<file path="src/rtl/smb_pkg.sv">
// shared types, codes and constants of the soil moisture balance block
`timescale 1ns / 1ps
package smb_pkg;

   localparam int WATER_W = 24;
   localparam int FRAC_W  = 17;
   localparam int BETA_W  = 16;
   localparam int CSR_IDX_W = 3;

   localparam logic [FRAC_W-1:0] ONE_Q16 = 17'd65536;

   // 2^-(2^-i), i = 1..16, in Q0.16
   localparam logic [15:0] EXP2_NEG_TAB [16] = '{
      16'd46341, 16'd55109, 16'd60097, 16'd62757, 16'd64132, 16'd64830, 16'd65182,
      16'd65359, 16'd65447, 16'd65492, 16'd65514, 16'd65525, 16'd65530, 16'd65533,
      16'd65535, 16'd65535
   };

   typedef enum logic [CSR_IDX_W-1:0] {
      CSR_AREA_SOURCE = 3'd0,
      CSR_FIELD_CAP   = 3'd1,
      CSR_EVAP_LIMIT  = 3'd2,
      CSR_SHAPE_EXP   = 3'd3,
      CSR_INIT_SM     = 3'd4,
      CSR_FIXED_AREA  = 3'd5
   } csr_idx_type;

   typedef struct packed {
      logic                  area_source;
      logic [WATER_W-1:0]    field_capacity;
      logic [FRAC_W-1:0]     evap_limit_fraction;
      logic [BETA_W-1:0]     shape_exponent;
      logic [WATER_W-1:0]    initial_soil_moisture;
      logic [FRAC_W-1:0]     fixed_area_fraction;
   } cfg_type;

   typedef enum logic [3:0] {
      OP_NONE,
      OP_LOAD,
      OP_DIV_INIT,
      OP_DIV_STEP,
      OP_DIV_SAVE,
      OP_EAC,
      OP_POW_INIT,
      OP_NORM,
      OP_SQ,
      OP_LOGMUL,
      OP_EXP,
      OP_POW_DONE,
      OP_IEFF,
      OP_BAL,
      OP_RECH
   } op_type;

   typedef struct packed {
      op_type     op;
      logic       div_e;
      logic [3:0] idx;
   } cmd_type;

   typedef struct packed {
      logic z_norm;
      logic pow_special;
   } sts_type;

endpackage

</file>
<file path="src/rtl/smb_csr.sv">
// configuration register file
`timescale 1ns / 1ps
module smb_csr (
   input  logic                          clock,
   input  logic                          reset,
   input  logic                          csr_we,
   input  logic [smb_pkg::CSR_IDX_W-1:0] csr_index,
   input  logic [23:0]                   csr_wdata,
   output smb_pkg::cfg_type              cfg
);
   import smb_pkg::*;

   cfg_type cfg_ff, cfg_in;

   always_comb begin
      cfg_in = cfg_ff;
      if (csr_we) begin
         case (csr_idx_type'(csr_index))
            CSR_AREA_SOURCE: cfg_in.area_source = csr_wdata[0];
            CSR_FIELD_CAP:   cfg_in.field_capacity = csr_wdata;
            CSR_EVAP_LIMIT:  cfg_in.evap_limit_fraction = csr_wdata[16:0];
            CSR_SHAPE_EXP:   cfg_in.shape_exponent = csr_wdata[15:0];
            CSR_INIT_SM:     cfg_in.initial_soil_moisture = csr_wdata;
            CSR_FIXED_AREA:  cfg_in.fixed_area_fraction = csr_wdata[16:0];
            default: ;
         endcase
      end
   end

   always_ff @(posedge clock) begin
      if (reset) begin
         cfg_ff.area_source           <= 1'b0;
         cfg_ff.field_capacity        <= 24'd51200;
         cfg_ff.evap_limit_fraction   <= 17'd32768;
         cfg_ff.shape_exponent        <= 16'd8192;
         cfg_ff.initial_soil_moisture <= 24'd0;
         cfg_ff.fixed_area_fraction   <= 17'd65536;
      end else begin
         cfg_ff <= cfg_in;
      end
   end

   assign cfg = cfg_ff;
endmodule

</file>
<file path="config.mk">
export PLATFORM = sky130hd
export DESIGN_NAME = smb_csr
export DESIGN_NICKNAME = d
export VERILOG_FILES = /design/src/rtl/smb_pkg.sv /design/src/rtl/smb_csr.sv
export SDC_FILE = /design/constraint.sdc
export NUM_CORES = 1
export LEC_CHECK = 0
export ABC_CLOCK_PERIOD_IN_PS = 1100
export BUFFER_PORTS_ARGS = -buffer_cell sky130_fd_sc_hd__buf_2
export CAP_MARGIN = 15
export CORE_MARGIN = 5
export CORE_UTILIZATION = 40
export DETAILED_ROUTE_END_ITERATION = 16
export PLACE_DENSITY = 0.73
export SYNTH_ARGS = -nofsm -noshare
export SYNTH_HDL_FRONTEND = slang
export SYNTH_SLANG_ARGS = --single-unit
</file>
<file path="constraint.sdc">
create_clock -name clock -period 1.1 [get_ports clock]
set_input_delay 0.11 -clock clock [delete_from_list [all_inputs] [get_ports clock]]
set_output_delay 0.11 -clock clock [all_outputs]
set_load 0.005 [all_outputs]
</file>
==> Yosys cells after proc, flatten, opt, wreduce, memory -nomap -nowiden <==
Cells that the tools add are included.
{ "totals": {"ff_bits": 99, "latch_bits": 0, "ramBits": 0, "rom_bits": 0, "output_inout_bits": 99, "wordCells": 18, "memories": 0} }
{ "op_classes": {"addsub": 0, "n_mul": 0, "n_div": 0, "order_cmp": 0, "eq_ne": 5, "n_shift": 0, "mux": 0, "bitwise": 0, "reduce_logical": 7} }
{ "ops": {"columns": ["op", "count"], "rows": [
  ["$reduce_and A2 Y1", 6],
  ["$eq A3 B2 Y1 const B", 2],
  ["$eq A3 B3 Y1 const B", 2],
  ["$eq A3 B1 Y1 const B", 1],
  ["$logic_not A3 Y1", 1]
]} }

==> Depth between registers and ports, before layout <==
Gate-level depths: netlist of the first run.
{ "depth": {"depth_word": 2, "ltp_mapped": 5, "ltp_nobuf": 2} }

==> Least setup slack after synthesis of the first run <==
Ideal clock, no wire load.
{ "synth_path": {"path_type": "in2reg", "from": "input reset", "to": "register cfg_ff (netlist bit cfg[98])", "arrival_time_ns": 0.734, "required_ns": 0.970, "setup_slack_ns": 0.236, "cell_stages": 4, "path_buffers": 2, "cell_sequence": "buf_2 -> clkbuf_1 -> nand2b_1 -> mux2i_1"} }
{ "synth_rtl": {"columns": ["item", "line_no", "text"], "rows": [
  ["start: declaration", "smb_csr.sv:5", "input logic reset,"],
  ["end signal: assignment", "smb_csr.sv:39", "cfg_ff <= cfg_in;"],
  ["end: declaration", "smb_csr.sv:13", "cfg_type cfg_ff, cfg_in;"]
]} }

==> Worst setup path after layout of the first run <==
{ "layout_path": {"from": "register cfg_ff (netlist bit cfg[67])", "to": "output cfg[67] (netlist name)"} }
{ "layout_rtl": {"columns": ["item", "line_no", "text"], "rows": [
  ["end: declaration", "smb_csr.sv:9", "output smb_pkg::cfg_type cfg"]
]} }
No word-level cell between the ends.

==> results of run 1 <==
-- power by group through the flow --
stage          Combinational (mW)  Sequential, mW  Clock [mW]
2_1_floorplan               0.315            3.79           0
4_1_cts                     0.560            3.70        2.89
5_1_grt                     0.605            3.71        3.04
3_3_place_gp                0.543            3.78           0
6_report                    0.550            3.70        2.81
3_5_place_dp                0.558            3.79           0
-- synthesized netlist by cell type --
library cell	count
and4bb_1	1
and4bb_2	2
buf_12	1
buf_2	4
buf_4	5
buf_6	5
clkbuf_1	11
dfxtp_1	99
mux2i_1	99
nand2b_1	117
nand4b_1	2
nand4bb_1	1
nand4bb_2	2
nor2_1	11
nor4b_1	1
-- kinds of logic after synthesis --
group | after synthesis | synth area share
flops | 99 | 0.492
buf+inv | 26 | 0.0435
simple gates | 137 | 0.219
mux | 99 | 0.246
-- per-layer routing --
layer  vias to the layer above  track usage  share of wire
met5                         -            0              0
met4                         0       0.0554          0.013
met3                        13       0.0547          0.078
met2                        91        0.254           0.46
met1                      1355        0.200           0.45
li1                       1435            -              -
-- layout make-up --
type	count	share of cell area
Multi-Input combinational cell	236	0.369
Sequential cell	99	0.391
Timing Repair Buffer	140	0.159
Clock inverter	7	0.0244
Tap cell	133	0.0328
Clock buffer	9	0.0244
-- worst max-delay path by stage --
stage,cells past startpoint,endpoint
6_report,1,cfg[67]
5_1_grt,1,cfg[39]
4_1_cts,1,cfg[17]
3_5_place_dp,4,cfg[80]$_SDFFE_PP0P_
3_3_place_gp,3,cfg[36]$_SDFFE_PP0P_
2_1_floorplan,4,cfg[98]$_SDFFE_PP0P_
-- through the flow --
step                      instances  setup WS, ns   util  cell area, sq um
final                           624         0.128  0.517              5070
after CTS                       624         0.105  0.517              5070
after global routing            624        0.0754  0.517              5070
after detailed placement        608        0.0318  0.491              4830
after global placement          608        0.0854  0.491              4830
after floorplan                 361         0.236      -              4030
==> metrics.cfg, run 1 <==
[floorplan]
dieWidth_um=110
fp.dieH_um=110
io_pins=129
num_rows=36
core-area_sq_um=9820
start_util=0.410
die_area_sq_um=12200

[worst_hold_path]
hold_path_depth=3
min_path_type=in -> reg
hold-path-endpoint=cfg[54]$_SDFFE_PP1P_
holdCritStartpoint=csr_wdata[13]

[cells_and_area]
num-fill-cells=940
nets=516
largest_reg_flops=99
antennaDiodeCount=0
seqCellArea_sq_um=1980
area_delta_synth_final_pct=25.9
layout-drive-gt1-share=0.326
final_cell_mix=128 x buf_2, 117 x nand2b_1, 99 x mux2i_1, 99 x dfxtp_1, 11 x nor2_1
multi_input_area_sq_um=1870
layout_commonest_cell=buf_2

[global_routing]
grt_pass1_vias=2913
grt_pass1_wl_um=15000
grt_usage=0.159
overflow=0
antenna_found_initial=0
grt_max_degree=60

[synth]
syn_inst=361
synthTopCellsByArea=dfxtp_1 49%, mux2i_1 25%, nand2b_1 18%
yosys.area.top_type=dfxtp_1
yosysSeqAreaShare=0.492
synthDistinctLibCells=15
synth.top_cell.area_share=0.492
synth_area_per_cell_sq_um=11.2
yosys_warnings=0
syn-num-nets=391
synth_area_sq_um=4030
synth_seq_cells=99

[setup_path]
cpLargestDelayFamily=flip-flops
cp_num_buf_inv=1
crit_arrival_ns=0.86
path_class=reg -> out
crit_required_ns=0.99
crit_slowest_cell=dfxtp_1
crit_path_start_kind=flip-flop
r2r-end=cfg[67]$_SDFFE_PP0P_
r2r_start=cfg[67]$_SDFFE_PP0P_
rrSetupSlack_ns=0.47
crit_fanout=2
slowest_delay_ns=0.38
reg2reg_depth=2
startpoint=cfg[67]$_SDFFE_PP0P_
cp-end-kind=output pin
worstPathCellList=buf_2

[clock_network]
cts_resized=0
clk_latency_ns=0.36
path_clk_slew_ns=0.09
cts_tree=done
htreeDepth=3
numCtsBuffers=9
clock_path_buffers=2
cts_hold_buf=0
post_cts_buffers=0
cts-root-buf=clkbuf_8
clock_sinks=99

[placed_design]
place_hpwl_um=6840
globalplace.congestion=0.757
portBuffers=128

[power]
ir_worst_vdd_v=0.000883
switchingPower_mw=1.59
total_leakage_power_nw=2.61
switching_share=0.225
p_per_area_nw_per_um2=1390
power_mw=7.07
pwr-share-clk=0.398
internal_power_mw=5.48
p_comb_frac=0.078
seqPwrFrac=0.524

[sta]
grt_setup_unrepaired=false
skew_ns=0
fmaxAchievable_ghz=1.03
setup_viol=0
min_period_ns=0.972
setup_tns_ns=0
post-route-period-util=0.884
worst_pin_slew_ns=0.353
hold_viol_final=0
hold-worst-slack_ns=0.0309
maxSlewHeadroom=0.761
slew_viol_final=0

[routing]
viasPerCell=4.64
routed-via-count=2894
wirelength_um=9460
drt_iter0_drc=105
routedWlPerCell_um=15.2
final_antenna_net_count=0
dr.pass1.iters=4
drc_errors=0

[outcome]
outcome=completed

[flow_run]
cap_violations=0

Note: power is estimated with default switching activity, not from simulation.
==> inputs of run 2 (changes only) <==
==> constraint.sdc (replaced) <==
create_clock -name clock -period 1.1 [get_ports clock]
set_input_delay 0 -clock clock [delete_from_list [all_inputs] [get_ports clock]]
set_output_delay 0 -clock clock [all_outputs]
set_load 0.005 [all_outputs]
==> run 2 against run 1 <==
Global-route usage grew 0.11 points. Critical path depth up 3. Routed wire length rose by 1.0%. Flip-flop and latch count unchanged. Clock-buffer cell count up 3. Hold slack worse by 0.015 ns. Clock power fell by 23%. Setup slack improved by 0.016 ns. Register-to-register slack is essentially flat. Total power shrank 8.8%.
==> metrics.cfg, run 2 (synthesis results as in run 1) <==
[outcome]
outcome=completed

[sta]
min_period_ns=0.957  ; -0.0157 ns
post-route-period-util=0.870  ; -0.0142
setup_tns_ns=0  ; unchanged
fmaxAchievable_ghz=1.05  ; +1.6%
hold_viol_final=0  ; unchanged
worst_pin_slew_ns=0.355  ; +0.00182 ns
maxSlewHeadroom=0.760  ; -0.00123
setup_viol=0  ; unchanged
grt_setup_unrepaired=false
hold-worst-slack_ns=0.0161  ; -0.0149 ns
skew_ns=0  ; unchanged
slew_viol_final=0  ; unchanged

[power]
power_mw=6.45  ; -8.8%
switchingPower_mw=1.54  ; -3.4%
pwr-share-clk=0.336  ; -0.062
ir_worst_vdd_v=0.000582  ; -34%
total_leakage_power_nw=2.61  ; +0.22%
internal_power_mw=4.91  ; -10%
p_per_area_nw_per_um2=1260  ; -9.5%
seqPwrFrac=0.574  ; +0.050
switching_share=0.238  ; +0.0133
p_comb_frac=0.089  ; +0.011

[clock_network]
numCtsBuffers=9  ; unchanged
clock_sinks=99  ; unchanged
path_clk_slew_ns=0.09  ; about the same
cts_tree=done
htreeDepth=3  ; unchanged
cts-root-buf=clkbuf_8
clock_path_buffers=2  ; unchanged
clk_latency_ns=0.36  ; about the same

[global_routing]
grt_pass1_vias=2982  ; +2.4%
antenna_found_initial=0  ; unchanged
met1_usage=0.192  ; -0.00799
grt.busiest_layer=met2
grt_use_met2=0.263  ; +0.00953
met3_usage=0.0507  ; -0.00408
grt_usage=0.160  ; +0.00111
overflow=0  ; unchanged
grt_max_degree=68  ; +13%
grt_pass1_wl_um=15000  ; -0.14%

[setup_path]
cp-end-kind=flip-flop
crit_fanout=9  ; +7
crit_path_start_kind=primary input
crit_arrival_ns=1.25  ; +0.39 ns
path_class=in -> reg
crit_required_ns=1.40  ; +0.41 ns

[floorplan]
io_pins=129  ; unchanged
start_util=0.410  ; unchanged
fp.dieH_um=110  ; unchanged
dieWidth_um=110  ; unchanged
die_area_sq_um=12200  ; unchanged
num_rows=36  ; unchanged
core-area_sq_um=9820  ; unchanged

[routing]
drt_iter0_drc=86  ; -18%
routedWlPerCell_um=15.0  ; -1.2%
dr.pass1.iters=4  ; unchanged
wirelength_um=9550  ; +1.0%
final_antenna_net_count=0  ; unchanged
drc_errors=0  ; unchanged
viasPerCell=4.63  ; -0.23%
routed-via-count=2952  ; +2.0%

[placed_design]
place_hpwl_um=6750  ; -1.4%
postPlaceCellArea_sq_um=4770  ; -1.1%
portBuffers=128  ; unchanged
globalplace.congestion=0.696  ; -8.1%

[cells_and_area]
largest_reg_flops=99  ; unchanged
design_area_sq_um=5110  ; +0.79%
antennaDiodeCount=0  ; unchanged
utilization=0.521  ; +0.00408
nets=530  ; +2.7%
area_delta_synth_final_pct=26.9
multi_input_area_sq_um=1870  ; unchanged
layout-drive-gt1-share=0.311  ; -0.0150
num-fill-cells=919  ; -2.2%
seqCellArea_sq_um=1980  ; unchanged
final_cell_mix=128 x buf_2, 117 x nand2b_1, 99 x mux2i_1, 99 x dfxtp_1, 16 x dlygate4sd3_1
layout_commonest_cell=buf_2

[worst_hold_path]
min_path_type=in -> reg

[flow_run]
cap_violations=0  ; unchanged

[run 2: cell type report]
| cell class | instances | share of cell area |
|---|---|---|
| Timing Repair Buffer | 154 | 0.179 |
| Tap cell | 133 | 0.0325 |
| Sequential cell | 99 | 0.388 |
| Clock inverter | 4 | 0.00489 |
| Multi-Input combinational cell | 236 | 0.366 |
| Clock buffer | 12 | 0.0303 |
[run 2: power groups by stage]
stage          combinational [mW]  sequential [mW]  clock, mW
6_report                    0.576             3.70       2.17
5_1_grt                     0.634             3.71       2.42
4_1_cts                     0.584             3.70       2.24
3_5_place_dp                0.539             3.79          0
3_3_place_gp                0.526             3.78          0
2_1_floorplan               0.315             3.79          0
[run 2: metrics by stage]
step / setup slack, ns / std cells
detailed placement: 0.0778 / 606
floorplan: 0.346 / 361
global placement: 0.0924 / 606
CTS: 0.172 / 638
global route: 0.0422 / 638
finish: 0.143 / 638
[run 2: worst paths after layout]
check,start,to,slack [ns],cells after the start
max,csr_index[2],cfg[98]$_SDFFE_PP0P_,0.14,4
min,csr_wdata[3],cfg[44]$_SDFFE_PP0P_,0.02,3
min reg2reg,cfg[65]$_SDFFE_PP0P_,cfg[65]$_SDFFE_PP0P_,0.47,2
max reg2reg,cfg[19]$_SDFFE_PP0P_,cfg[19]$_SDFFE_PP0P_,0.46,2
[run 2: per-layer routing]
layer / vias to the layer above / part of all wire
met1: 1379 / 0.44
li1: 1473 / -
met2: 86 / 0.46
met4: 0 / 0.018
met5: - / 0
met3: 14 / 0.080
[run 2: timing repair]
item | 4_1_cts | 5_1_grt
endpoints found under the hold margin | 39 | 0
hold buffers | 16 | 0
setup buffers | 0 | 0
gates resized for setup | 0 | 0
[run 2: critical path: stages]
cell           delay [ns]
buf_2                0.14
dlygate4sd3_1        0.56
nor4b_1              0.33
mux2i_1              0.22
