[src/rtl/smb_pkg.sv]
// shared types, codes and constants of the soil moisture balance block
`timescale 1ns / 1ps
package smb_pkg;

   localparam int WATER_W = 24;
   localparam int FRAC_W  = 17;
   localparam int BETA_W  = 16;
   localparam int CSR_IDX_W = 3;

   localparam logic [FRAC_W-1:0] ONE_Q16 = 17'd65536;

   // 2^-(2^-i), i = 1..16, in Q0.16
   localparam logic [15:0] EXP2_NEG_TAB [16] = '{
      16'd46341, 16'd55109, 16'd60097, 16'd62757, 16'd64132, 16'd64830, 16'd65182,
      16'd65359, 16'd65447, 16'd65492, 16'd65514, 16'd65525, 16'd65530, 16'd65533,
      16'd65535, 16'd65535
   };

   typedef enum logic [CSR_IDX_W-1:0] {
      CSR_AREA_SOURCE = 3'd0,
      CSR_FIELD_CAP   = 3'd1,
      CSR_EVAP_LIMIT  = 3'd2,
      CSR_SHAPE_EXP   = 3'd3,
      CSR_INIT_SM     = 3'd4,
      CSR_FIXED_AREA  = 3'd5
   } csr_idx_type;

   typedef struct packed {
      logic                  area_source;
      logic [WATER_W-1:0]    field_capacity;
      logic [FRAC_W-1:0]     evap_limit_fraction;
      logic [BETA_W-1:0]     shape_exponent;
      logic [WATER_W-1:0]    initial_soil_moisture;
      logic [FRAC_W-1:0]     fixed_area_fraction;
   } cfg_type;

   typedef enum logic [3:0] {
      OP_NONE,
      OP_LOAD,
      OP_DIV_INIT,
      OP_DIV_STEP,
      OP_DIV_SAVE,
      OP_EAC,
      OP_POW_INIT,
      OP_NORM,
      OP_SQ,
      OP_LOGMUL,
      OP_EXP,
      OP_POW_DONE,
      OP_IEFF,
      OP_BAL,
      OP_RECH
   } op_type;

   typedef struct packed {
      op_type     op;
      logic       div_e;
      logic [3:0] idx;
   } cmd_type;

   typedef struct packed {
      logic z_norm;
      logic pow_special;
   } sts_type;

endpackage

[src/rtl/smb_ctrl.sv]
// sequencing state machine and channel handshake
`timescale 1ns / 1ps
module smb_ctrl (
   input  logic             clock,
   input  logic             reset,
   input  logic             req_valid,
   output logic             req_ready,
   output logic             rsp_valid,
   input  logic             rsp_ready,
   input  smb_pkg::sts_type sts,
   output smb_pkg::cmd_type cmd
);
   import smb_pkg::*;

   typedef enum logic [4:0] {
      S_IDLE, S_RINIT, S_RDIV, S_RSAVE, S_EINIT, S_EDIV, S_ESAVE, S_EAC, S_PINIT,
      S_NORM, S_SQ, S_LOGM, S_EXP, S_PDONE, S_IEFF, S_BAL, S_FIN
   } state_type;

   state_type  state_ff;
   logic [3:0] cnt_ff;
   logic       ready_ff, valid_ff;
   logic       out_free;

   assign out_free = !valid_ff || rsp_ready;

   always_comb begin
      cmd.op    = OP_NONE;
      cmd.div_e = 1'b0;
      cmd.idx   = cnt_ff;
      case (state_ff)
         S_IDLE:  if (req_valid && ready_ff) cmd.op = OP_LOAD;
         S_RINIT: cmd.op = OP_DIV_INIT;
         S_RDIV:  cmd.op = OP_DIV_STEP;
         S_RSAVE: cmd.op = OP_DIV_SAVE;
         S_EINIT: begin
            cmd.op    = OP_DIV_INIT;
            cmd.div_e = 1'b1;
         end
         S_EDIV:  cmd.op = OP_DIV_STEP;
         S_ESAVE: cmd.op = OP_DIV_SAVE;
         S_EAC:   cmd.op = OP_EAC;
         S_PINIT: cmd.op = OP_POW_INIT;
         S_NORM:  if (!sts.z_norm) cmd.op = OP_NORM;
         S_SQ:    cmd.op = OP_SQ;
         S_LOGM:  cmd.op = OP_LOGMUL;
         S_EXP:   cmd.op = OP_EXP;
         S_PDONE: cmd.op = OP_POW_DONE;
         S_IEFF:  cmd.op = OP_IEFF;
         S_BAL:   cmd.op = OP_BAL;
         S_FIN:   if (out_free) cmd.op = OP_RECH;
         default: ;
      endcase
   end

   always_ff @(posedge clock) begin
      if (reset) begin
         state_ff <= S_IDLE;
         cnt_ff   <= 4'd0;
         ready_ff <= 1'b0;
         valid_ff <= 1'b0;
      end else begin
         // in the final state a taken result is replaced by the new one
         if (valid_ff && rsp_ready && (state_ff != S_FIN)) valid_ff <= 1'b0;
         case (state_ff)
            S_IDLE: begin
               if (req_valid && ready_ff) begin
                  ready_ff <= 1'b0;
                  state_ff <= S_RINIT;
               end else begin
                  ready_ff <= 1'b1;
               end
            end
            S_RINIT: begin
               cnt_ff   <= 4'd0;
               state_ff <= S_RDIV;
            end
            S_RDIV: begin
               cnt_ff <= cnt_ff + 4'd1;
               if (cnt_ff == 4'd15) state_ff <= S_RSAVE;
            end
            S_RSAVE: state_ff <= S_EINIT;
            S_EINIT: begin
               cnt_ff   <= 4'd0;
               state_ff <= S_EDIV;
            end
            S_EDIV: begin
               cnt_ff <= cnt_ff + 4'd1;
               if (cnt_ff == 4'd15) state_ff <= S_ESAVE;
            end
            S_ESAVE: state_ff <= S_EAC;
            S_EAC:   state_ff <= S_PINIT;
            // zero or full ratio has its power set directly
            S_PINIT: state_ff <= sts.pow_special ? S_IEFF : S_NORM;
            S_NORM: begin
               cnt_ff <= 4'd0;
               if (sts.z_norm) state_ff <= S_SQ;
            end
            S_SQ: begin
               cnt_ff <= cnt_ff + 4'd1;
               if (cnt_ff == 4'd15) state_ff <= S_LOGM;
            end
            S_LOGM: begin
               cnt_ff   <= 4'd0;
               state_ff <= S_EXP;
            end
            S_EXP: begin
               cnt_ff <= cnt_ff + 4'd1;
               if (cnt_ff == 4'd15) state_ff <= S_PDONE;
            end
            S_PDONE: state_ff <= S_IEFF;
            S_IEFF:  state_ff <= S_BAL;
            S_BAL:   state_ff <= S_FIN;
            S_FIN: begin
               if (out_free) begin
                  valid_ff <= 1'b1;
                  ready_ff <= 1'b1;
                  state_ff <= S_IDLE;
               end
            end
            default: state_ff <= S_IDLE;
         endcase
      end
   end

   assign req_ready = ready_ff;
   assign rsp_valid = valid_ff;
endmodule

[config.mk]
export PLATFORM = sky130hd
export DESIGN_NAME = smb_ctrl
export DESIGN_NICKNAME = d
export VERILOG_FILES = /design/src/rtl/smb_pkg.sv /design/src/rtl/smb_ctrl.sv
export SDC_FILE = /design/constraint.sdc
export NUM_CORES = 1
export LEC_CHECK = 0
export CAP_MARGIN = 5
export CORE_MARGIN = 2
export CORE_UTILIZATION = 50
export CTS_BUF_LIST = sky130_fd_sc_hd__clkbuf_4 sky130_fd_sc_hd__clkbuf_8 sky130_fd_sc_hd__clkbuf_16
export CTS_CLUSTER_SIZE = 8
export DETAILED_ROUTE_END_ITERATION = 6
export DONT_BUFFER_PORTS = 1
export MAX_ROUTING_LAYER = met4
export SLEW_MARGIN = 20
export SYNTH_ARGS = -nofsm -noshare
export SYNTH_HDL_FRONTEND = slang
export SYNTH_SLANG_ARGS = --single-unit
[constraint.sdc]
create_clock -name clock -period 2.1 [get_ports clock]
set_input_delay 0.105 -clock clock [delete_from_list [all_inputs] [get_ports clock]]
set_output_delay 0.105 -clock clock [all_outputs]
set_load 0.005 [all_outputs]
* Word level (Yosys, flattened, before mapping) *
Cells that the tools add are included.
W data, S select, Z words.

cells by class
  reductions and logical operators = 15
  add/subtract/negate cells = 1
  muxes and demuxes = 21
  equality and inequality tests = 25

operators by type and width
  kind                   number
  $pmux W5 S17           1
  $pmux W4 S14           1
  $eq A5 B4 Y1 const B   8
  $mux W5                7
  $eq A5 B3 Y1 const B   4
  $ne A2 B2 Y1 const B   7
  $eq A5 B2 Y1 const B   2
  $pmux W4 S2            1
  $reduce_or A4 Y1       2
  $mux W1                7
  $reduce_and A7 Y1      1
  $mux W3                2
  $reduce_or A2 Y1       3
  $eq A5 B1 Y1 const B   1
  $eq A5 B5 Y1 const B   1
  $logic_not A5 Y1       1
  $ne A5 B5 Y1 const B   1
  $add A4 B1 Y4 const B  1
  $eq A4 B4 Y1 const B   1
  $mux W4                1
  $reduce_bool A2 Y1     2
  $logic_and A1 B1 Y1    3
  $pmux W1 S2            1
  $reduce_and A2 Y1      1
  2 further kinds        2

storage, ports and cells
  logic and storage cells = 66
  flip-flop bits (word level) = 11
  input port bits = 6

* Longest topological paths before layout *
Gate-level depths: netlist of run 1.

  depth in word-level cells = 5
  depth in mapped cells = 5

* Worst setup path after synthesis of run 1 *
Ideal clock, no wire load.

  path kind = reg-to-reg
  start point = register state_ff[2]
  end point = register state_ff[0]
  setup slack = 0.632 ns
  data required time = 2.028 ns
  cell stages (with the launch flop) = 6
  period minus slack after synthesis = 1.468 ns
  data arrival time = 1.396 ns
  cells stage by stage = dfxtp_1 > buf_6 > or4b_4 > o31ai_4 > a211o_2 > mux2i_1

between the ends
  cells in the longest elaborated chain, start to end = 3
  elaborated cells between the ends (all ways) = 26
  those cells by class = eq/ne (23); mux (1); reduce/logical (2)

ends and longest elaborated chain
  item                                  RTL line        RTL
  start: declaration                    smb_ctrl.sv:20  state_type state_ff;
  start signal: assignment              smb_ctrl.sv:94  S_PINIT: state_ff <= sts.pow_special ? S_IEFF : S_NORM;
  $eq A5 B2 Y1 (tied with other cells)  smb_ctrl.sv:65  case (state_ff)
  $ne A2 B2 Y1 (no source line)         n/a
  $reduce_and A7 Y1 (no source line)    n/a

Several ways; a longest one is shown, not always the timed one.
A chain may end at the register's enable or synchronous reset.

==> flow_metrics.tcl, run 1 <==
set metrics [dict create \
    status "finished clean" \
    drc 0 \
    rr_worst_depth 4 \
    combPwrFrac_pct 41.6 \
    wirelength_mm 1.80 \
    synth.most_common_cell "dfxtp_1" \
    timing.hold.ws_ns 0.00295 \
    p_per_area_mw_per_mm2 1010 \
    first_global_vias 650 \
    routed_via_density 6.41 \
    cap_violations 0 \
    cts_buffers 3 \
    worstMarginPinSlew_ns 0.520 \
    start_util_pct 52.8 \
    core_area_mm2 0.00151 \
    max-slew-margin-rel_pct 65.3 \
    netlist-cell-type-count 38 \
    grt_pass1_wl_mm 2.94 \
    dpl_cell_area_um2 785 \
    grt_max_degree 20 \
    drive_gt1_share_pct 11.9 \
    hold_path_depth 2 \
    clock_path_buffers 2 \
    io_pins 17 \
    ys_seq_area_share_pct 27.7 \
    vdd_ir_drop_max_uv 619 \
    nNetsFinal 109 \
    vias 750 \
    rsz0062_at_grt "no" \
    initialDrtViolationCount 23 \
    p_leak_nw 0.270 \
    final_hold_viol_count 0 \
    synth_edf_count 0 \
    yosys_warnings 0 \
    p_int_w 0.000492 \
    syn_nets 110 \
    worstPathRequired_ns 2.00 \
    yosysTopAreaCellShare_pct 27.7 \
    synthArstFlopShare_pct 0 \
    fmax_ghz 0.562 \
    power.switching_w 0.000341 \
    clock_power_share_pct 19.5 \
    final_core_util_pct 54.8 \
    critical_path_class "flop to output port" \
    stdcell_area_um2 826 \
    root_buffer "clkbuf_4" \
    crit_fanout 14 \
    routedWlPerCell_um 15.4 \
    finalSetupViolCount 0 \
    die_h_um 43.9 \
    htreeDepth 1 \
    synthTopCellsByArea "dfxtp_1 28%, nand2_1 4.7%, o21ai_0 4.4%, nand3b_1 3.8%, nor2_1 3.8%" \
    syn_avg_cell_area_um2 7.73 \
    clk-insertion-delay-late_ns 0.27 \
    start_kind "flop" \
    yosys.area.top_type "dfxtp_1" \
    area_growth_pct 3.77 \
    overflow 0 \
    antenna_found_initial 0 \
    synth_flop_cell "dfxtp_1" \
    dieArea_mm2 0.00193 \
    clkTransAtPathRegs_ns 0.08 \
    period_needed_ns 1.78 \
    synth_area_um2 796 \
    netlist_top_cells_count "11 x dfxtp_1, 10 x nand2_1, 8 x nor2_1" \
    drtPass1Iterations 4 \
    endpoint_kind "output port" \
    synth-seq-cells 11 \
    crit_arrival_ns 1.67 \
    final_max_slew_viol_count 0 \
    synthCells 103 \
    fin_crit_sh_pct 84.8 \
    dp_hpwl_mm 1.26 \
    place_congestion 0.884 \
    io_buffers 0 \
    fp-row-count 14 \
    cts_tree "yes" \
    tns_ns 0 \
    p_sw_share_pct 40.9 \
    die_w_um 43.9 \
    clock_sinks 11 \
    final.setup_skew_ns 0.00663 \
    worstHoldPathType "primary input to flop" \
    grt_util_all_layers_pct 21.6 \
    p_seq_share_pct 38.9 \
    ant_nets 0 \
    diodes 0 \
]
## stage by stage
| stage | std cells | power (W) | worst slack [ns] |
|---|---|---|---|
| 2_1_floorplan | 103 | 0.000615 | 0.632 |
| 3_3_place_gp | 112 | 0.000660 | 0.467 |
| 3_5_place_dp | 112 | 0.000670 | 0.408 |
| 4_1_cts | 117 | 0.000835 | 0.196 |
| 5_1_grt | 117 | 0.000905 | 0.195 |
| 6_report | 117 | 0.000833 | 0.320 |
## power groups by stage
stage	registers (W)	logic (W)	clock network [W]
final	0.000324	0.000347	0.000162
after global routing	0.000335	0.000387	0.000183
after CTS	0.000322	0.000347	0.000166
after detailed placement	0.000327	0.000343	0
after global placement	0.000323	0.000337	0
after floorplan	0.000262	0.000353	0
## worst paths after layout
| path | slack [ns] | to | start |
|---|---|---|---|
| hold / removal | 0.003 | state_ff[0] | reset |
| setup reg to reg | 0.44 | state_ff[0] | state_ff[2] |
| hold reg to reg | 0.56 | cnt_ff[3] | cnt_ff[3] |
| setup / recovery | 0.32 | cmd[6] | state_ff[3] |
## critical path, cell delays in order, from the launching register on
cell	delay [ns]
dfxtp_1	0.65
nor2_1	0.19
xnor2_1	0.17
o32a_1	0.17
o21ai_0	0.22
## logic make-up after synthesis
logic type / after synthesis / synth area share (%)
and+or+nand+nor: 46 / 32.1
AOI/OAI and AO/OA: 27 / 24.5
buffers and inverters: 12 / 7.23
xor gates and xnor gates: 4 / 4.40
adders and majority gates: 1 / 1.57
DFF: 11 / 27.7
muxes: 2 / 2.52
## repair_timing
action	CTS	global route
buffers inserted	0	0
resized for setup	0	1
endpoints found under the hold margin	9	0
endpoints found under the setup margin	0	1
hold buffers	1	0
## routing by layer
layer / routed length (um) / up-vias / global-route usage [%]
met2: 798 / 22 / 31.2
li1: - / 371 / -
met4: 30 / 0 / 9.09
met1: 865 / 353 / 28.6
met3: 106 / 4 / 5.00
met5: 0 / - / -
## state kept, by name, summed over array words and instances, names as in the netlist
register   flops
rsp_valid      1
cnt_ff         4
req_ready      1
state_ff       5
## area by class of cell
| class | instances | area (um2) |
|---|---|---|
| Multi-Input combinational cell | 80 | 518 |
| Tap cell | 16 | 20.0 |
| Inverter | 3 | 11.3 |
| Sequential cell | 11 | 221 |
| Fill cell | 156 | 681 |
| Timing Repair Buffer | 3 | 25.0 |
| Clock buffer | 4 | 30.0 |
## cell usage in the layout, fill, tap and decap left out, drive strengths merged, types with 2 or more instances in the layout
cell,Yosys,final
nand2,10,10
o21ai,7,7
xnor2,3,3
a31oi,4,4
a211o,2,2
a211oi,3,3
nor4,4,4
nor3,3,3
or3,3,3
nand2b,3,3
dfxtp,11,11
nand3b,4,4
nand3,5,5
a21oi,4,4
nor2,8,8
buf,6,2
inv,3,3
clkbuf,3,4
mux2i,2,2
(Power assumes the default switching activity.)
==> run 2: changes to the inputs <==
--- a/config.mk
+++ b/config.mk
@@ -13,6 +13,7 @@
 export DETAILED_ROUTE_END_ITERATION = 6
 export DONT_BUFFER_PORTS = 1
 export MAX_ROUTING_LAYER = met4
+export PLACE_DENSITY = 0.68
 export SLEW_MARGIN = 20
 export SYNTH_ARGS = -nofsm -noshare
 export SYNTH_HDL_FRONTEND = slang
==> constraint.sdc (replaced) <==
create_clock -name clock -period 1.46 [get_ports clock]
set_input_delay 0.073 -clock clock [delete_from_list [all_inputs] [get_ports clock]]
set_output_delay 0.073 -clock clock [all_outputs]
set_load 0.005 [all_outputs]
==> flow_metrics.tcl, run 2 (synthesis results as in run 1) <==
set metrics [dict create \
    final.setup_skew_ns 0.00442 \
    final_core_util_pct 75.2 \
    endpoint_kind "output port" \
    final_max_slew_viol_count 0 \
    r2r_end "state_ff[0]" \
    dpl_cell_area_um2 902 \
    first_global_vias 812 \
    drc 0 \
    met3_usage_pct 4.17 \
    combPwrFrac_pct 62.4 \
    grt_util_all_layers_pct 26.3 \
    p_sw_share_pct 38.2 \
    htreeDepth 1 \
    crit_arrival_ns 1.45 \
    area_growth_pct 42.3 \
    cts_buffers 3 \
    p_int_w 0.00105 \
    root_buffer "clkbuf_4" \
    start_util_pct 52.8 \
    crit_path_start "state_ff[2]" \
    violations "negative setup slack" \
    dp_hpwl_mm 1.43 \
    io_buffers 0 \
    critPathCapture "cmd[6]" \
    grt.busiest_layer "met2" \
    timing.hold.ws_ns 0.0187 \
    largest_reg_flops 5 \
    grt_pass1_wl_mm 3.63 \
    p_seq_share_pct 24.4 \
    routed_via_density 6.13 \
    power.switching_w 0.000648 \
    p_leak_nw 0.431 \
    antenna_found_initial 0 \
    overflow 0 \
    diodes 0 \
    vdd_ir_drop_max_uv 964 \
    clock_sinks 11 \
    crit_fanout 9 \
    worstHoldPathType "primary input to flop" \
    rsz0062_at_grt "yes" \
    finalSetupViolCount 3 \
    worstPathRequired_ns 1.39 \
    status "finished with violations" \
    place_ws_ns -0.0820 \
    clock_path_buffers 2 \
    nNetsFinal 134 \
    clk-insertion-delay-late_ns 0.26 \
    worst_slack_ns -0.0604 \
    die_h_um 43.9 \
    vias 871 \
    routedWlPerCell_um 16.5 \
    initialDrtViolationCount 20 \
    io_pins 17 \
    drtPass1Iterations 4 \
    clkTransAtPathRegs_ns 0.07 \
    wirelength_mm 2.34 \
    fmax_ghz 0.658 \
    period_needed_ns 1.52 \
    core_area_mm2 0.00151 \
    layout_common_cells "24 x buf_4, 10 x nand2_1, 7 x nor2_1" \
    regMostFlops "state_ff" \
    grt_max_degree 14 \
    clock_power_share_pct 13.2 \
    dieArea_mm2 0.00193 \
    critical_path_class "flop to output port" \
    nFillCells 115 \
    cap_violations 0 \
    place_congestion 0.867 \
    rr_worst_depth 4 \
    gr-usage-met1_pct 33.2 \
    layout_commonest_cell "buf_4" \
    met2_usage_pct 42.1 \
    stdcell_area_mm2 0.00113 \
    die_w_um 43.9 \
    fp-row-count 14 \
    ant_nets 0 \
    timing.rr.start "state_ff[4]" \
    worstMarginPinSlew_ns 0.414 \
    start_kind "flop" \
    max-slew-margin-rel_pct 72.3 \
    largestRegisters "state_ff: 5 flops, cnt_ff: 4 flops" \
    p_per_area_mw_per_mm2 1500 \
    r2r_setup_slack_ns 0 \
    drive_gt1_share_pct 40.5 \
    fin_crit_sh_pct 104 \
    cts_tree "yes" \
    p_total_w 0.00170 \
    final_hold_viol_count 0 \
]
## run 2: layout make-up
type	instances	area (um2)	share of cell area [%]
multi-input cells	80	604	53.4
flip-flops and latches	11	234	20.7
repair buffers	28	233	20.6
clock buffers	4	30.0	2.65
well taps	16	20.0	1.77
inverters	3	11.3	0.994
## run 2: worst min-delay path by stage
stage                       end  depth (start not counted)   from
floorplan           state_ff[0]                          2  reset
global placement      cnt_ff[2]                          1  reset
detailed placement    cnt_ff[3]                          1  reset
CTS                 state_ff[1]                          3  reset
global route        state_ff[1]                          3  reset
finish              state_ff[1]                          3  reset
## run 2: power by group through the flow
stage / logic (W) / clock network [W] / registers [W]
5_1_grt: 0.00114 / 0.000244 / 0.000422
3_3_place_gp: 0.000687 / 0 / 0.000408
4_1_cts: 0.000895 / 0.000223 / 0.000403
3_5_place_dp: 0.000701 / 0 / 0.000411
6_report: 0.00106 / 0.000224 / 0.000415
2_1_floorplan: 0.000513 / 0 / 0.000378
## run 2: per-stage QoR
step,TNS (ns),std cells
after detailed placement,-0.118,126
after floorplan,0,103
after global routing,-0.460,142
final,-0.125,142
after CTS,-0.0762,137
after global placement,-0.00922,126
## run 2: metal layers
metal  wire length, um  up-vias
met4                38        0
met2              1120       27
li1                  -      426
met5                 0        -
met1              1080      414
met3                94        4
## run 2: worst max-delay path, cell delays in order, from the launching register on
cell,delay (ns)
dfxtp_2,0.37
buf_6,0.16
inv_1,0.13
a211o_1,0.30
a21o_1,0.17
o21ai_2,0.06
## run 2: timing repair
item,4_1_cts,5_1_grt
pin swaps,5,6
setup endpoints to repair,7,8
hold buffers,1,0
resized for setup,21,7
buffers inserted,6,5
hold endpoints to repair,10,0
==> run 3: changes to the inputs <==
--- a/config.mk
+++ b/config.mk
@@ -6,14 +6,16 @@
 export NUM_CORES = 1
 export LEC_CHECK = 0
 export CAP_MARGIN = 5
-export CORE_MARGIN = 2
+export CORE_MARGIN = 3
 export CORE_UTILIZATION = 50
 export CTS_BUF_LIST = sky130_fd_sc_hd__clkbuf_4 sky130_fd_sc_hd__clkbuf_8 sky130_fd_sc_hd__clkbuf_16
 export CTS_CLUSTER_SIZE = 8
 export DETAILED_ROUTE_END_ITERATION = 6
 export DONT_BUFFER_PORTS = 1
+export GPL_ROUTABILITY_DRIVEN = 1
 export MAX_ROUTING_LAYER = met4
 export PLACE_DENSITY = 0.68
+export REMOVE_ABC_BUFFERS = 1
 export SLEW_MARGIN = 20
 export SYNTH_ARGS = -nofsm -noshare
 export SYNTH_HDL_FRONTEND = slang
==> flow_metrics.tcl, run 3 (synthesis results as in run 1) <==
set metrics [dict create \
    ant_nets 0 \
    crit_fanout 4 \
    dpl_cell_area_um2 911 \
    p_leak_nw 0.414 \
    io_pins 17 \
    first_global_vias 896 \
    m1WireLength_um 979 \
    start_kind "flop" \
    overflow 0 \
    critPathTopFamily "flip-flops" \
    critical_path_class "flop to output port" \
    routedWlPerCell_um 18.6 \
    nFillCells 97 \
    slowest_stage "dfxtp_2" \
    largest_reg_flops 5 \
    place_congestion 0.939 \
    final_max_slew_viol_count 0 \
    drive_gt1_share_pct 39.8 \
    finalSetupViolCount 1 \
    cts_buffers 3 \
    nNetsFinal 131 \
    io_buffers 0 \
    area_growth_pct 38.4 \
    drtPass1Iterations 4 \
    dieArea_mm2 0.00211 \
    final.setup_skew_ns 0.00364 \
    slowest_delay_ns 0.34 \
    crit_arrival_ns 1.41 \
    clock_sinks 11 \
    endpoint_kind "output port" \
    htreeDepth 1 \
    worstPathRequired_ns 1.39 \
    diodes 0 \
    grt_max_degree 10 \
    vias 920 \
    wl_met3_um 217 \
    die_h_um 45.9 \
    r2r_end "state_ff[0]" \
    grt_util_all_layers_pct 26.0 \
    period_needed_ns 1.48 \
    fmax_ghz 0.675 \
    worstHoldPathType "primary input to flop" \
    min-delay-start "reset" \
    crit_top_cell "a31oi_1" \
    dp_hpwl_mm 1.50 \
    start_util_pct 56.9 \
    core_area_mm2 0.00140 \
    r2r_setup_slack_ns 0.01 \
    hold_path_end "state_ff[0]" \
    cts_tree "yes" \
    clock_path_buffers 2 \
    status "finished with violations" \
    highest_layer "met4" \
    root_buffer "clkbuf_4" \
    wirelength_mm 2.56 \
    max-slew-margin-rel_pct 72.3 \
    clkTransAtPathRegs_ns 0.07 \
    p_per_area_mw_per_mm2 1530 \
    wl_met2_mm 1.27 \
    path_buf_inv 2 \
    drc 0 \
    worstMarginPinSlew_ns 0.415 \
    final_core_util_pct 78.7 \
    final_hold_viol_count 0 \
    hold_path_depth 2 \
    antenna_found_initial 0 \
    die_w_um 45.9 \
    layout_commonest_cell "buf_4" \
    clk-insertion-delay-late_ns 0.27 \
    fin_crit_sh_pct 102 \
    largestRegisters "state_ff: 5 flops, cnt_ff: 4 flops" \
    grt_pass1_wl_mm 3.86 \
    violations "negative setup slack" \
    initialDrtViolationCount 34 \
    rr_worst_depth 6 \
    routed_via_density 6.67 \
    worst_slack_ns -0.0222 \
    layout_common_cells "18 x buf_4, 9 x nand2_1, 7 x nor2_1" \
    crit_chain "buf_6, nor4_4, buf_4, a31oi_1, a31oi_1" \
    cap_violations 0 \
    vdd_ir_drop_max_uv 963 \
    rsz0062_at_grt "yes" \
    stdcell_area_mm2 0.00110 \
    timing.rr.start "state_ff[1]" \
    place_ws_ns -0.0234 \
    regMostFlops "state_ff" \
    fp-row-count 13 \
]
-- run 3: layout make-up --
cell class	instances	area, um2	area share (%)
flip-flops and latches	11	231	21.0
well taps	15	18.8	1.70
clock buffers	4	30.0	2.73
repair buffers	25	221	20.1
multi-input cells	80	588	53.4
inverters	3	11.3	1.02
-- run 3: worst max path at each step --
| stage | end | cells after the start | slack [ns] | start |
|---|---|---|---|---|
| after floorplan | state_ff[0] | 4 | -0.19 | state_ff[1] |
| after global placement | state_ff[1] | 5 | 0.01 | state_ff[4] |
| after detailed placement | state_ff[0] | 5 | -0.02 | state_ff[2] |
| after CTS | cmd[5] | 5 | -0.03 | state_ff[1] |
| after global routing | cmd[5] | 5 | -0.12 | state_ff[1] |
| final | cmd[5] | 5 | -0.02 | state_ff[1] |
-- run 3: worst register-to-register path: cells and delay by family (launching register included) --
family | cells | cell delay [ns]
DFF | 1 | 0.34
and+or+nand+nor | 1 | 0.28
buffers and inverters | 2 | 0.27
AOI/OAI and AO/OA | 2 | 0.27
muxes | 1 | 0.21
-- run 3: per-layer routing --
| layer | track usage (%) | vias up |
|---|---|---|
| met2 | 45.9 | 58 |
| met1 | 28.3 | 429 |
| met3 | 6.72 | 13 |
| met5 | - | - |
| li1 | - | 420 |
| met4 | 6.82 | 0 |
-- run 3: timing repair --
| item | in CTS | in global routing |
|---|---|---|
| buffers inserted | 4 | 1 |
| endpoints found under the hold margin | 9 | 0 |
| hold buffers | 1 | 0 |
| resized for setup | 21 | 9 |
| endpoints found under the setup margin | 7 | 11 |
| pin swaps | 6 | 5 |
-- run 3: per-stage QoR --
| stage | hold WS (ns) | total power (W) | TNS, ns | cells |
|---|---|---|---|---|
| after detailed placement | 0.145 | 0.00113 | -0.0314 | 128 |
| after floorplan | 0.142 | 0.000848 | -0.623 | 94 |
| after global routing | 0.00951 | 0.00179 | -0.519 | 138 |
| final | 0.00333 | 0.00169 | -0.0222 | 138 |
| after CTS | 0.00311 | 0.00157 | -0.0433 | 137 |
| after global placement | 0.145 | 0.00111 | 0 | 128 |
-- run 3: power breakdown --
| group | total (W) | internal, W | switching [W] |
|---|---|---|---|
| combinational | 0.00106 | 0.000569 | 0.000489 |
| sequential | 0.000405 | 0.000352 | 0.0000528 |
| clock | 0.000227 | 0.000124 | 0.000103 |
| total | 0.00169 | 0.00105 | 0.000644 |
